## config.mk

```make
export PLATFORM = sky130hd
export DESIGN_NAME = pulse_to_pcm_box_resampler
export DESIGN_NICKNAME = d
export VERILOG_FILES = /design/src/rtl/ptp_pkg.sv /design/src/rtl/pulse_to_pcm_box_resampler.sv
export SDC_FILE = /design/constraint.sdc
export NUM_CORES = 1
export LEC_CHECK = 0
export BUFFER_PORTS_ARGS = -buffer_cell sky130_fd_sc_hd__buf_2
export CORE_MARGIN = 5
export CORE_UTILIZATION = 64
export CTS_BUF_LIST = sky130_fd_sc_hd__clkbuf_8
export DETAILED_ROUTE_END_ITERATION = 7
export PLACE_DENSITY = 0.92
export SYNTH_ARGS = -nofsm -noshare
export SYNTH_HDL_FRONTEND = slang
export SYNTH_SLANG_ARGS = --single-unit
```

## constraint.sdc

```tcl
create_clock -name i_clk -period 11.61 [get_ports i_clk]
set_input_delay 1.161 -clock i_clk [delete_from_list [all_inputs] [get_ports i_clk]]
set_output_delay 1.161 -clock i_clk [all_outputs]
set_load 0.02 [all_outputs]
```

## src/rtl/ptp_pkg.sv

```systemverilog
// package for the pulse to pcm box resampler: state type and field widths
`default_nettype none
package ptp_pkg;

    localparam int unsigned SR_W    = 20;
    localparam int unsigned TR_W    = 32;
    localparam int unsigned DUR_W   = 32;
    localparam int unsigned ACC_W   = 52;
    localparam int unsigned SMP_W   = 8;
    localparam int unsigned PROD_W  = 40;
    localparam int unsigned CNT_W   = 6;
    localparam int unsigned IN_W    = 40;
    localparam int unsigned OUT_W   = 64;

    localparam logic [SR_W-1:0]  SR_RESET = 20'd44100;
    localparam logic [TR_W-1:0]  TR_RESET = 32'd3500000;
    localparam logic [SMP_W-1:0] SMP_MAX  = 8'd255;

    localparam logic [CNT_W-1:0] MUL_STEPS = 6'd20;
    localparam logic [CNT_W-1:0] SMP_STEPS = 6'd40;
    localparam logic [CNT_W-1:0] RUN_STEPS = 6'd52;

    localparam logic CFG_SAMPLE_RATE = 1'b0;
    localparam logic CFG_TICK_RATE   = 1'b1;

    localparam logic REQ_PULSE = 1'b0;
    localparam logic REQ_FLUSH = 1'b1;

    typedef enum logic [3:0] {
        S_IDLE,
        S_MUL,
        S_CMP,
        S_LDS,
        S_DIVS,
        S_SMP,
        S_DIVR,
        S_UPD,
        S_OUT_SMP,
        S_OUT_RUN
    } t_state;

endpackage
`default_nettype wire

```

## src/rtl/pulse_to_pcm_box_resampler.sv

```systemverilog
// pulse to 8-bit pcm box resampler, bit-serial multiply and restoring divide
// a pulse runs the bit-serial multiply, then a compare, then the sample division when it
// closes a sample, then the run division, before its first result; a flush runs the sample division
// one request at a time, taken only in idle once its results are out; the multiplier works
// one bit per cycle and one restoring divider is shared by the sample and run divisions
// reset: synchronous active low, rates to 44100 and 3500000, accumulators cleared
`default_nettype none
module pulse_to_pcm_box_resampler (
    input  wire logic                        i_clk,
    input  wire logic                        i_rst_n,
    input  wire logic                        i_cfg_we,
    input  wire logic                        i_cfg_idx,
    input  wire logic [ptp_pkg::TR_W-1:0]    i_cfg_data,
    input  wire logic                        i_s_axis_tvalid,
    output logic                             o_s_axis_tready,
    input  wire logic [ptp_pkg::IN_W-1:0]    i_s_axis_tdata,   // duration[31:0], level[32]
    input  wire logic                        i_s_axis_tuser,   // req_type
    output logic                             o_m_axis_tvalid,
    input  wire logic                        i_m_axis_tready,
    output logic [ptp_pkg::OUT_W-1:0]        o_m_axis_tdata,   // sample[7:0], repeat_count[59:8]
    output logic                             o_m_axis_tlast    // last
);

    ptp_pkg::t_state r_state, n_state;

    logic [ptp_pkg::SR_W-1:0]   r_sr;
    logic [ptp_pkg::TR_W-1:0]   r_tr;
    logic [31:0]                r_hacc;
    logic [31:0]                r_elap;
    logic [ptp_pkg::DUR_W-1:0]  r_dur;
    logic                       r_lvl;
    logic [ptp_pkg::SR_W-1:0]   r_mr;
    logic [ptp_pkg::ACC_W-1:0]  r_acc;
    logic [31:0]                r_rem;
    logic [ptp_pkg::ACC_W-1:0]  r_quo;
    logic [ptp_pkg::CNT_W-1:0]  r_cnt;
    logic [ptp_pkg::SMP_W-1:0]  r_smp;
    logic [ptp_pkg::ACC_W-1:0]  r_runs;
    logic                       r_has_smp;
    logic                       r_flush;

    logic [31:0]                t_eff;
    logic [31:0]                left;
    logic                       boundary;
    logic [32:0]                div_sh;
    logic                       div_ge;
    logic [32:0]                div_diff;
    logic [ptp_pkg::PROD_W-1:0] prod;
    logic                       in_acc;
    logic                       out_acc;
    logic                       cnt_end;
    logic                       smp_last;

    assign t_eff    = (r_tr == '0) ? 32'd1 : r_tr;
    assign left     = t_eff - r_elap;
    assign boundary = r_acc >= {20'd0, left};
    assign div_sh   = {r_rem, r_quo[ptp_pkg::ACC_W-1]};
    assign div_ge   = div_sh >= {1'b0, t_eff};
    assign div_diff = div_sh - {1'b0, t_eff};
    assign prod     = {r_hacc, 8'd0} - {8'd0, r_hacc};
    assign in_acc   = i_s_axis_tvalid && o_s_axis_tready;
    assign out_acc  = o_m_axis_tvalid && i_m_axis_tready;
    assign cnt_end  = r_cnt == 6'd1;
    assign smp_last = r_flush || (r_runs == '0);

    // next state
    always_comb begin
        n_state = r_state;
        case (r_state)
            ptp_pkg::S_IDLE: begin
                if (in_acc) begin
                    if (i_s_axis_tuser == ptp_pkg::REQ_FLUSH) begin
                        if (r_elap != '0) n_state = ptp_pkg::S_LDS;
                    end else begin
                        n_state = ptp_pkg::S_MUL;
                    end
                end
            end
            ptp_pkg::S_MUL:  if (cnt_end) n_state = ptp_pkg::S_CMP;
            ptp_pkg::S_CMP:  n_state = boundary ? ptp_pkg::S_LDS : ptp_pkg::S_DIVR;
            ptp_pkg::S_LDS:  n_state = ptp_pkg::S_DIVS;
            ptp_pkg::S_DIVS: if (cnt_end) n_state = ptp_pkg::S_SMP;
            ptp_pkg::S_SMP:  n_state = r_flush ? ptp_pkg::S_OUT_SMP : ptp_pkg::S_DIVR;
            ptp_pkg::S_DIVR: if (cnt_end) n_state = ptp_pkg::S_UPD;
            ptp_pkg::S_UPD: begin
                if (r_has_smp)       n_state = ptp_pkg::S_OUT_SMP;
                else if (r_quo != '0) n_state = ptp_pkg::S_OUT_RUN;
                else                 n_state = ptp_pkg::S_IDLE;
            end
            ptp_pkg::S_OUT_SMP: begin
                if (out_acc) n_state = smp_last ? ptp_pkg::S_IDLE : ptp_pkg::S_OUT_RUN;
            end
            ptp_pkg::S_OUT_RUN: if (out_acc) n_state = ptp_pkg::S_IDLE;
            default: n_state = ptp_pkg::S_IDLE;
        endcase
    end

    // outputs
    always_comb begin
        o_s_axis_tready = 1'b0;
        o_m_axis_tvalid = 1'b0;
        o_m_axis_tdata  = {4'd0, r_runs, r_smp};
        o_m_axis_tlast  = 1'b1;
        case (r_state)
            ptp_pkg::S_IDLE: o_s_axis_tready = 1'b1;
            ptp_pkg::S_OUT_SMP: begin
                o_m_axis_tvalid = 1'b1;
                o_m_axis_tdata  = {4'd0, 52'd1, r_smp};
                o_m_axis_tlast  = smp_last;
            end
            ptp_pkg::S_OUT_RUN: begin
                o_m_axis_tvalid = 1'b1;
                o_m_axis_tdata  = {4'd0, r_runs, (r_lvl ? ptp_pkg::SMP_MAX : 8'd0)};
                o_m_axis_tlast  = 1'b1;
            end
            default: o_s_axis_tready = 1'b0;
        endcase
    end

    always_ff @(posedge i_clk) begin
        if (!i_rst_n) begin
            r_state   <= ptp_pkg::S_IDLE;
            r_sr      <= ptp_pkg::SR_RESET;
            r_tr      <= ptp_pkg::TR_RESET;
            r_hacc    <= '0;
            r_elap    <= '0;
            r_cnt     <= '0;
            r_has_smp <= 1'b0;
            r_flush   <= 1'b0;
        end else begin
            r_state <= n_state;
            if (i_cfg_we) begin
                if (i_cfg_idx == ptp_pkg::CFG_SAMPLE_RATE) r_sr <= i_cfg_data[ptp_pkg::SR_W-1:0];
                else                                       r_tr <= i_cfg_data;
            end
            case (r_state)
                ptp_pkg::S_IDLE: begin
                    if (in_acc) begin
                        r_flush   <= i_s_axis_tuser == ptp_pkg::REQ_FLUSH;
                        r_has_smp <= i_s_axis_tuser == ptp_pkg::REQ_FLUSH;
                        r_cnt     <= ptp_pkg::MUL_STEPS;
                    end
                end
                ptp_pkg::S_MUL: r_cnt <= r_cnt - 6'd1;
                ptp_pkg::S_CMP: begin
                    r_has_smp <= boundary;
                    if (boundary) begin
                        r_hacc <= r_hacc + (r_lvl ? left : 32'd0);
                        r_elap <= '0;
                    end else begin
                        r_cnt <= ptp_pkg::RUN_STEPS;
                    end
                end
                ptp_pkg::S_LDS: begin
                    r_hacc <= '0;
                    r_elap <= '0;
                    r_cnt  <= ptp_pkg::SMP_STEPS;
                end
                ptp_pkg::S_DIVS: r_cnt <= r_cnt - 6'd1;
                ptp_pkg::S_SMP:  r_cnt <= ptp_pkg::RUN_STEPS;
                ptp_pkg::S_DIVR: r_cnt <= r_cnt - 6'd1;
                ptp_pkg::S_UPD: begin
                    r_elap <= r_elap + r_rem;
                    if (r_lvl) r_hacc <= r_hacc + r_rem;
                end
                default: r_cnt <= r_cnt;
            endcase
        end
    end

    // datapath
    always_ff @(posedge i_clk) begin
        case (r_state)
            ptp_pkg::S_IDLE: begin
                r_dur  <= i_s_axis_tdata[ptp_pkg::DUR_W-1:0];
                r_lvl  <= i_s_axis_tdata[ptp_pkg::DUR_W];
                r_mr   <= r_sr;
                r_acc  <= '0;
                r_runs <= '0;
            end
            ptp_pkg::S_MUL: begin
                r_acc <= {r_acc[ptp_pkg::ACC_W-2:0], 1'b0}
                         + (r_mr[ptp_pkg::SR_W-1] ? {20'd0, r_dur} : '0);
                r_mr  <= {r_mr[ptp_pkg::SR_W-2:0], 1'b0};
            end
            ptp_pkg::S_CMP: begin
                if (boundary) begin
                    r_acc <= r_acc - {20'd0, left};
                end else begin
                    r_rem <= '0;
                    r_quo <= r_acc;
                end
            end
            ptp_pkg::S_LDS: begin
                r_rem <= '0;
                r_quo <= {prod, 12'd0};
            end
            ptp_pkg::S_DIVS, ptp_pkg::S_DIVR: begin
                r_rem <= div_ge ? div_diff[31:0] : div_sh[31:0];
                r_quo <= {r_quo[ptp_pkg::ACC_W-2:0], div_ge};
            end
            ptp_pkg::S_SMP: begin
                r_smp <= (r_quo[ptp_pkg::ACC_W-1:8] != '0) ? ptp_pkg::SMP_MAX : r_quo[7:0];
                r_rem <= '0;
                r_quo <= r_acc;
            end
            ptp_pkg::S_UPD: r_runs <= r_quo;
            default: r_mr <= r_mr;
        endcase
    end

endmodule
`default_nettype wire

```

======== Word level (Yosys, flattened, before mapping) ========
Index checks and enable logic that the tools add are counted.
word-level totals
  register bits after elaboration ......... 377
  output and inout bits ................... 67
  logic and storage cells ................. 121
operators by class
  add/sub/neg operators ................... 9
  $lt $le $gt $ge ......................... 2
  equal/unequal tests ..................... 20
  mux-type cells .......................... 41
  bitwise logic cells ..................... 1
  reductions and logical operators ........ 32
operators by type and width
  operator              count
  $pmux W32 S3          3
  $mux W32              8
  $pmux W52 S4          1
  $pmux W52 S3          1
  $pmux W60 S2          1
  $mux W52              2
  $pmux W52 S2          1
  $add A32 B32 Y32      3
  $sub A32 B32 Y32      2
  $add A52 B32 Y52      1
  $ge A52 B32 Y1        1
  $logic_not A52 Y1     1
  $reduce_bool A52 Y1   1
  $sub A52 B32 Y52      1
  $mux W4               12
  $reduce_bool A44 Y1   1
  $pmux W20 S2          1
  $pmux W4 S10          1
  $sub A40 B32 Y40      1
  $ge A33 B32 Y1        1
  $logic_not A32 Y1     1
  $reduce_bool A32 Y1   1
  $pmux W6 S5           1
  $ne A2 B2 Y1 const B  9
  25 further kinds      49

======== Depth between registers and ports, before layout ========
Gate-level depths: netlist of run 1.
  depth in word-level cells ............... 7
  gate-level depth with buffers ........... 30
  depth with buffers taken out ............ 29

======== Worst setup path after synthesis of run 1 ========
No wires, ideal clock.
  path kind ............................... register to register
  start point ............................. register r_tr[31] (netlist name)
  end point ............................... register r_acc[0] (netlist name) (enable)
  setup time .............................. 0.526 ns
  arrival ................................. 8.153 ns
  required time ........................... 11.084 ns
  slack ................................... 2.931 ns
  cell stages (with the launch flop) ...... 26
  path buffers ............................ 0
  clock period less this slack ............ 8.679 ns
  path through ............................ dfxtp_1 nor4_1 nand4_1 nor2_1 or2_2 inv_1 ha_1 fa_1 nor2b_1 o21ai_1 a21boi_1 o31ai_2 o211ai_1 o21a_1 a41o_1 o41a_1 a211oi_1 xor2_1 ha_1 and3_1 nand2_1 or4_1 o21ai_1 nor3_1 o21a_1 nor3_1
on the way
  cells in the longest elaborated chain, start to end .. 6
ends and longest elaborated chain
  what                                  line                               source
  from (decl)                           pulse_to_pcm_box_resampler.sv:27   logic [ptp_pkg::TR_W-1:0] r_tr;
  from (signal assigned)                pulse_to_pcm_box_resampler.sv:124  r_tr <= ptp_pkg::TR_RESET;
  from (signal assigned)                pulse_to_pcm_box_resampler.sv:134  else r_tr <= i_cfg_data;
  $logic_not A32 Y1                     pulse_to_pcm_box_resampler.sv:54   assign t_eff = (r_tr == '0) ? 32'd1 : r_tr;
  $mux W32 *                            pulse_to_pcm_box_resampler.sv:54
  $sub A32 B32 Y32 *                    pulse_to_pcm_box_resampler.sv:55   assign left = t_eff - r_elap;
  $ge A52 B32 Y1 *                      pulse_to_pcm_box_resampler.sv:56   assign boundary = r_acc >= {20'd0, left};
  $ne A2 B2 Y1 (no source line) *       n/a
  $reduce_and A2 Y1 (no source line) *  n/a
  to (signal assigned)                  pulse_to_pcm_box_resampler.sv:182  r_acc <= {r_acc[ptp_pkg::ACC_W-2:0], 1'b0}
  to (signal assigned)                  pulse_to_pcm_box_resampler.sv:188  r_acc <= r_acc - {20'd0, left};
  to (decl)                             pulse_to_pcm_box_resampler.sv:33   logic [ptp_pkg::ACC_W-1:0] r_acc;
Mark *: on every way between the ends. The rest lies on a longest branch, timed or not.
A chain may end at the register's enable or synchronous reset.

======== Worst setup path in the final report of run 1 ========
  start point ............................. register r_tr[29] (netlist name)
  end point ............................... register r_hacc[5]
on the way
  cells in the longest elaborated chain, start to end .. 7
  elaborated cells between the ends (all ways) .. 10
  classes of those cells .................. add/sub: 2; order compare: 1; eq/ne: 1; mux: 4; reduce/logical: 2
ends and longest elaborated chain
  what                  line                               source
  $logic_not A32 Y1     pulse_to_pcm_box_resampler.sv:54
  $mux W32 *            pulse_to_pcm_box_resampler.sv:54
  $sub A32 B32 Y32 *    pulse_to_pcm_box_resampler.sv:55
  $mux W32              pulse_to_pcm_box_resampler.sv:148  r_hacc <= r_hacc + (r_lvl ? left : 32'd0);
  $add A32 B32 Y32      pulse_to_pcm_box_resampler.sv:148
  $mux W32              pulse_to_pcm_box_resampler.sv:147  if (boundary) begin
  $pmux W32 S3          pulse_to_pcm_box_resampler.sv:136  case (r_state)
  to (signal assigned)  pulse_to_pcm_box_resampler.sv:148
  to (signal assigned)  pulse_to_pcm_box_resampler.sv:164  if (r_lvl) r_hacc <= r_hacc + r_rem;
  to (decl)             pulse_to_pcm_box_resampler.sv:28   logic [31:0] r_hacc;
Mark *: on every way between the ends. The rest lies on a longest branch, timed or not. The select of a mux whose other input is x is not followed.

==> results of run 1 <==
[synth_stat cells, drive strengths merged (6+ instances only)]
master   number  area share, %
and2         88            2.0
nor3         47           0.90
o31ai        18           0.55
nand3b        9           0.25
a41oi         7           0.29
ha          215            9.8
edfxtp      249             27
o211ai       29           0.79
a22oi        92            2.6
a31oi        20           0.51
o21bai       26           0.71
a221o         8           0.30
o41ai         8           0.28
xor2        108            3.4
nand4        33           0.75
a22o         12           0.38
dfxtp       128            9.3
xnor2       126            4.0
buf          23           0.57
a21boi        9           0.25
a21oi       214            3.9
a2111oi       7           0.22
nand2b       42           0.96
mux2i        28            1.0
nor2b        76            1.7
and3         39           0.89
nand3        77            1.4
o21ai       162            3.0
nor4         49            1.1
a311oi        7           0.25
nor2        213            2.9
o31a          8           0.26
or3          17           0.41
o21a         22           0.60
o22ai        46            1.0
or2          13           0.30
nand2       332            4.5
inv         158            2.2
a211oi       19           0.54
clkbuf      134            1.8
a21o        112            3.1
fa            6           0.44
[stage by stage]
step / util (%) / hold slack, ns / setup WS (ns) / instance area [sq um]
final: 69.6 / 0.456 / 4.29 / 29800
after global placement: 66.3 / 0.438 / 4.73 / 28400
after floorplan: - / 0.432 / 2.93 / 27500
after detailed placement: 66.3 / 0.449 / 4.56 / 28400
after CTS: 69.6 / 0.457 / 4.46 / 29800
after global routing: 69.6 / 0.488 / 4.03 / 29800
[flip-flops by register name, summed over array words and instances (netlist names)]
signal	flops
r_acc	52
r_quo	52
r_runs	52
r_dur	32
r_elap	32
r_hacc	32
r_rem	32
r_tr	32
r_mr	20
r_sr	20
r_smp	8
r_cnt	6
r_state	4
r_flush	1
r_has_smp	1
r_lvl	1
[area by class of cell]
cell class,instances,area [sq um],share of cell area (%)
multi-input cells,2422,16300,54.6
flip-flops and latches,377,10000,33.7
clock buffers,82,1130,3.79
repair buffers,152,806,2.70
well taps,546,683,2.29
inverters,158,593,1.99
clock inverters,44,275,0.924
diodes,1,2.50,0.00840
[worst min-delay path, cell delays in order (launching register included)]
cell and delay [ns]:
dfxtp_1 0.31, nand2_1 0.05, a21oi_1 0.05
[cells by family after synthesis]
logic type	synth area share, %
compound gates	21.3
mux	1.02
other cells	0.0136
fa+ha+maj	10.2
flops	36.5
buf+inv	4.56
xor+xnor	7.46
simple gates	18.9
[metal layers]
layer	up-vias	global-route usage (%)	wire [um]
met1	11600	41.8	30900
met4	0	15.9	4070
met3	298	5.93	8360
met2	1509	55.8	38100
met5	-	0	0
li1	11500	-	-
[worst max-delay path by stage]
stage             start         end  slack [ns]  depth (start not counted)
2_1_floorplan  r_tr[31]    r_acc[0]        2.93                         25
3_3_place_gp   r_tr[23]   r_quo[42]        4.73                         27
3_5_place_dp   r_tr[29]   r_quo[44]        4.56                         27
4_1_cts        r_tr[29]   r_hacc[5]        4.46                         25
5_1_grt        r_tr[29]  r_hacc[21]        4.03                         25
6_report       r_tr[29]   r_hacc[5]        4.29                         25
[power by group through the flow]
stage,registers (mW),clock network (mW),logic (mW)
global route,2.58,1.39,4.56
finish,2.55,1.31,4.21
floorplan,2.31,0,3.18
global placement,2.52,0,3.91
CTS,2.52,1.32,4.11
detailed placement,2.54,0,4.09
==> flow_metrics.tcl, run 1 <==
set metrics [dict create \
    critPathKind "reg2reg" \
    placed_cells 3655 \
    path_buf_inv 1 \
    cts_htree_levels 3 \
    wire_per_inst_um 21.5 \
    setup_violations 0 \
    ctsResizeCount 0 \
    drt_wl_total_mm 81.4 \
    hold_end "r_sr[0]" \
    cts-root-buf "clkbuf_8" \
    cp_top_family "compound AO/OA/AOI/OAI gates" \
    setup_tns_ns 0 \
    worst_r2r_endpoint "r_hacc[5]" \
    num-nets-final 3480 \
    die-area_sq_um 47200 \
    sw_frac_of_total_pct 45.5 \
    dp_hpwl_mm 60.5 \
    die_w_um 217 \
    clockBufferDepth 3 \
    period_needed_ns 7.32 \
    p_per_area_nw_per_um2 271 \
    final_common_cell "nand2_1" \
    avgSynthCellArea_sq_um 8.83 \
    max_freq_ghz 0.137 \
    min_period_over_period_pct 63.0 \
    area_growth_pct 8.40 \
    grt_pass1_vias 24100 \
    power_mw 8.08 \
    clk_pin_slew_ns 0.06 \
    antenna_found_initial 1 \
    ys_seq_area_share_pct 36.5 \
    cts_tree "built" \
    worst_setup_path_end_kind "register" \
    vias 24900 \
    die_h_um 217 \
    rsz0062_at_grt "no" \
    drive_gt1_share_pct 9.52 \
    min_from "r_sr[0]" \
    drt_pass1_iterations 7 \
    reg2reg_depth 25 \
    cts.sinks 377 \
    worst_pin_slew_ns 1.31 \
    overflow 0 \
    instances_no_fill 3782 \
    synth_ff_type "edfxtp_1" \
    path_max_fanout 34 \
    power_switching_mw 3.67 \
    synth-async-reset-ratio_pct 0 \
    clkPwrFrac_pct 16.3 \
    finalHoldViolations 0 \
    internal_power_mw 4.40 \
    postSynthCellCount 3111 \
    synth_edf_count 249 \
    drtAntennaViolNets 0 \
    pwr-share-comb_pct 52.1 \
    drc 0 \
    portBuffers 134 \
    whs_path_depth 2 \
    fillers 3207 \
    dr.first_iter.drc_count 2493 \
    critPathMaxStageDelay_ns 0.77 \
    ir_worst_vdd_mv 0.139 \
    viasPerCell 6.60 \
    outcome "completed" \
    cp.arrival_ns 7.86 \
    clock_latency_ns 0.67 \
    grt_start_max_net_pins 68 \
    hold_buffers 0 \
    start_util_pct 64.2 \
    skew_ns 0.0353 \
    rrSetupSlack_ns 4.29 \
    cap_violations 0 \
    core_area_sq_um 42800 \
    synth-seq-cells 377 \
    cpMostUsedCell "a21oi_1" \
    hold_path_class "reg2reg" \
    cp.required_ns 12.15 \
    max_slew_margin_pct 13.0 \
    grt_usage_pct 33.3 \
    final_cell_mix "330 x nand2_1, 249 x edfxtp_1, 215 x ha_1, 212 x a21oi_1, 207 x nor2_1" \
    yosys_warnings 0 \
    p_leak_nw 12.7 \
    final_max_slew_viol_count 0 \
    std_cell_rows 76 \
    syn_area_sq_um 27500 \
    io_pins 146 \
    cp-start-kind "register" \
    grt_pass1_wl_mm 127 \
    crit_slowest_cell "o21ai_4" \
    numCtsBuffers 69 \
    post-cts-setup-buffers 0 \
    yosys.cell_types.count 94 \
    p_seq_share_pct 31.6 \
    gp_congestion 1.01 \
    rr_startpoint "r_tr[29]" \
]
(Power assumes the default switching activity.)
==> run 2, diff against run 1 <==
--- a/config.mk
+++ b/config.mk
@@ -7,10 +7,10 @@
 export LEC_CHECK = 0
 export BUFFER_PORTS_ARGS = -buffer_cell sky130_fd_sc_hd__buf_2
 export CORE_MARGIN = 5
-export CORE_UTILIZATION = 64
+export CORE_UTILIZATION = 58
 export CTS_BUF_LIST = sky130_fd_sc_hd__clkbuf_8
 export DETAILED_ROUTE_END_ITERATION = 7
-export PLACE_DENSITY = 0.92
+export PLACE_DENSITY = 0.88
 export SYNTH_ARGS = -nofsm -noshare
 export SYNTH_HDL_FRONTEND = slang
 export SYNTH_SLANG_ARGS = --single-unit
==> constraint.sdc (replaced) <==
create_clock -name i_clk -period 6.7 [get_ports i_clk]
set_input_delay 0.67 -clock i_clk [delete_from_list [all_inputs] [get_ports i_clk]]
set_output_delay 0.67 -clock i_clk [all_outputs]
set_load 0.02 [all_outputs]
==> flow_metrics.tcl, run 2 (synthesis gave the netlist of run 1 again) <==
set metrics [dict create \
    outcome "completed" \
    area_growth_pct 9.85 \
    p_seq_share_pct 32.1 \
    cap_violations 0 \
    cp-start-kind "register" \
    clkPwrFrac_pct 15.5 \
    viasPerCell 6.36 \
    die_h_um 228 \
    pwr-share-comb_pct 52.4 \
    min_period_over_period_pct 97.2 \
    clockBufferDepth 3 \
    gp_congestion 1.01 \
    p_per_area_nw_per_um2 458 \
    core_area_sq_um 46800 \
    critPathKind "reg2reg" \
    std_cell_rows 79 \
    grt_pass1_wl_mm 123 \
    drt_pass1_iterations 6 \
    pre_cts_ws_ns 0.0489 \
    dr.first_iter.drc_count 2505 \
    start_util_pct 58.8 \
    worst_pin_slew_ns 1.34 \
    path_max_fanout 22 \
    max_freq_ghz 0.154 \
    p_leak_nw 12.8 \
    final_max_slew_viol_count 0 \
    ir_worst_vdd_mv 0.255 \
    antenna_found_initial 2 \
    critPathMaxStageDelay_ns 0.53 \
    cts.sinks 377 \
    period_needed_ns 6.51 \
    final_cell_mix "330 x nand2_1, 249 x edfxtp_1, 213 x ha_1, 212 x a21oi_1, 206 x nor2_1" \
    sw_frac_of_total_pct 45.0 \
    io_pins 146 \
    drc 0 \
    placed_cells 3740 \
    grt_usage_pct 30.0 \
    internal_power_mw 7.60 \
    cts_htree_levels 3 \
    wire_per_inst_um 20.7 \
    dp_hpwl_mm 60.0 \
    reg_top3 "r_acc (52), r_quo (52), r_runs (52)" \
    die-area_sq_um 51800 \
    cp.arrival_ns 6.88 \
    drtAntennaViolNets 0 \
    hold_path_class "in2reg" \
    hold_buffers 0 \
    max_slew_margin_pct 9.75 \
    cts-root-buf "clkbuf_8" \
    clk_pin_slew_ns 0.06 \
    vias 24600 \
    cp.required_ns 7.07 \
    crit_slowest_cell "or4_1" \
    grt_pass1_vias 22900 \
    overflow 0 \
    power_switching_mw 6.23 \
    grt_start_max_net_pins 54 \
    finalWorstSetupSlack_ns 0.191 \
    numCtsBuffers 68 \
    cts_tree "built" \
    skew_ns 0.0509 \
    worst_setup_path_end_kind "register" \
    instances_no_fill 3872 \
    drt_wl_total_mm 80.3 \
    final_common_cell "nand2_1" \
    portBuffers 134 \
    finalHoldViolations 0 \
    num-nets-final 3509 \
    setup_violations 0 \
    drive_gt1_share_pct 10.5 \
    clock_latency_ns 0.69 \
    die_w_um 228 \
]
## run 2: cell count changes in the layout (fill, tap and decap cells not counted), sizes merged
cell	change
bufinv	-2
inv	+11
buf	+29
clkinv	-5
clkbuf	-4
## run 2: cell type report
class / instances / area (sq um)
Clock buffer: 77 / 1060
Antenna cell: 1 / 2.50
Clock inverter: 48 / 263
Timing Repair Buffer: 182 / 1110
Tap cell: 607 / 759
Multi-Input combinational cell: 2422 / 16400
Sequential cell: 377 / 10000
Inverter: 158 / 593
Fill cell: 3787 / 16600
## run 2: per-stage QoR
stage | cell area [sq um] | utilization [%] | hold WS (ns) | power (mW) | setup TNS, ns
floorplan | 27500 | - | 0.432 | 9.49 | 0
global placement | 28700 | 61.4 | 0.439 | 11.3 | 0
CTS | 30000 | 64.2 | 0.127 | 13.6 | 0
detailed placement | 28700 | 61.4 | 0.450 | 11.4 | 0
global route | 30200 | 64.6 | 0.144 | 14.7 | -2.96
finish | 30200 | 64.6 | 0.162 | 13.8 | 0
## run 2: power groups by stage
stage	clock [mW]	combinational, mW	sequential [mW]
2_1_floorplan	0	5.52	3.98
3_3_place_gp	0	6.86	4.40
3_5_place_dp	0	7.01	4.43
4_1_cts	2.16	7.06	4.39
5_1_grt	2.27	7.90	4.49
6_report	2.15	7.25	4.44
## run 2: what timing repair did
action	in CTS	in global routing
endpoints found under the hold margin	0	0
resized for setup	0	17
endpoints found under the setup margin	0	220
setup buffers	0	5
## run 2: path summary, 6_finish.rpt
check,start,endpoint,slack [ns],depth (start not counted)
worst max-delay path,r_tr[16],r_acc[1],0.19,28
worst max register to register,r_tr[16],r_acc[1],0.19,28
worst min-delay path,i_s_axis_tdata[23],r_dur[23],0.16,1
worst min register to register,r_sr[5],r_sr[5],0.46,2
## run 2: critical path: cells and delay by family (launching register included)
kind / cells / cell delay (ns)
AND/OR/NAND/NOR: 10 / 2.09
AO/OA/AOI/OAI: 10 / 1.97
adder cells (fa/ha/maj): 3 / 0.98
buffers and inverters: 4 / 0.60
flip-flops: 1 / 0.37
XOR/XNOR: 1 / 0.18
## run 2: routing by layer
metal	wire (um)	vias to the layer above	global-route usage, %
li1	-	11600	-
met5	22	-	0
met1	32000	11600	39.4
met2	36300	1216	47.2
met3	7780	255	6.41
met4	4180	4	14.8
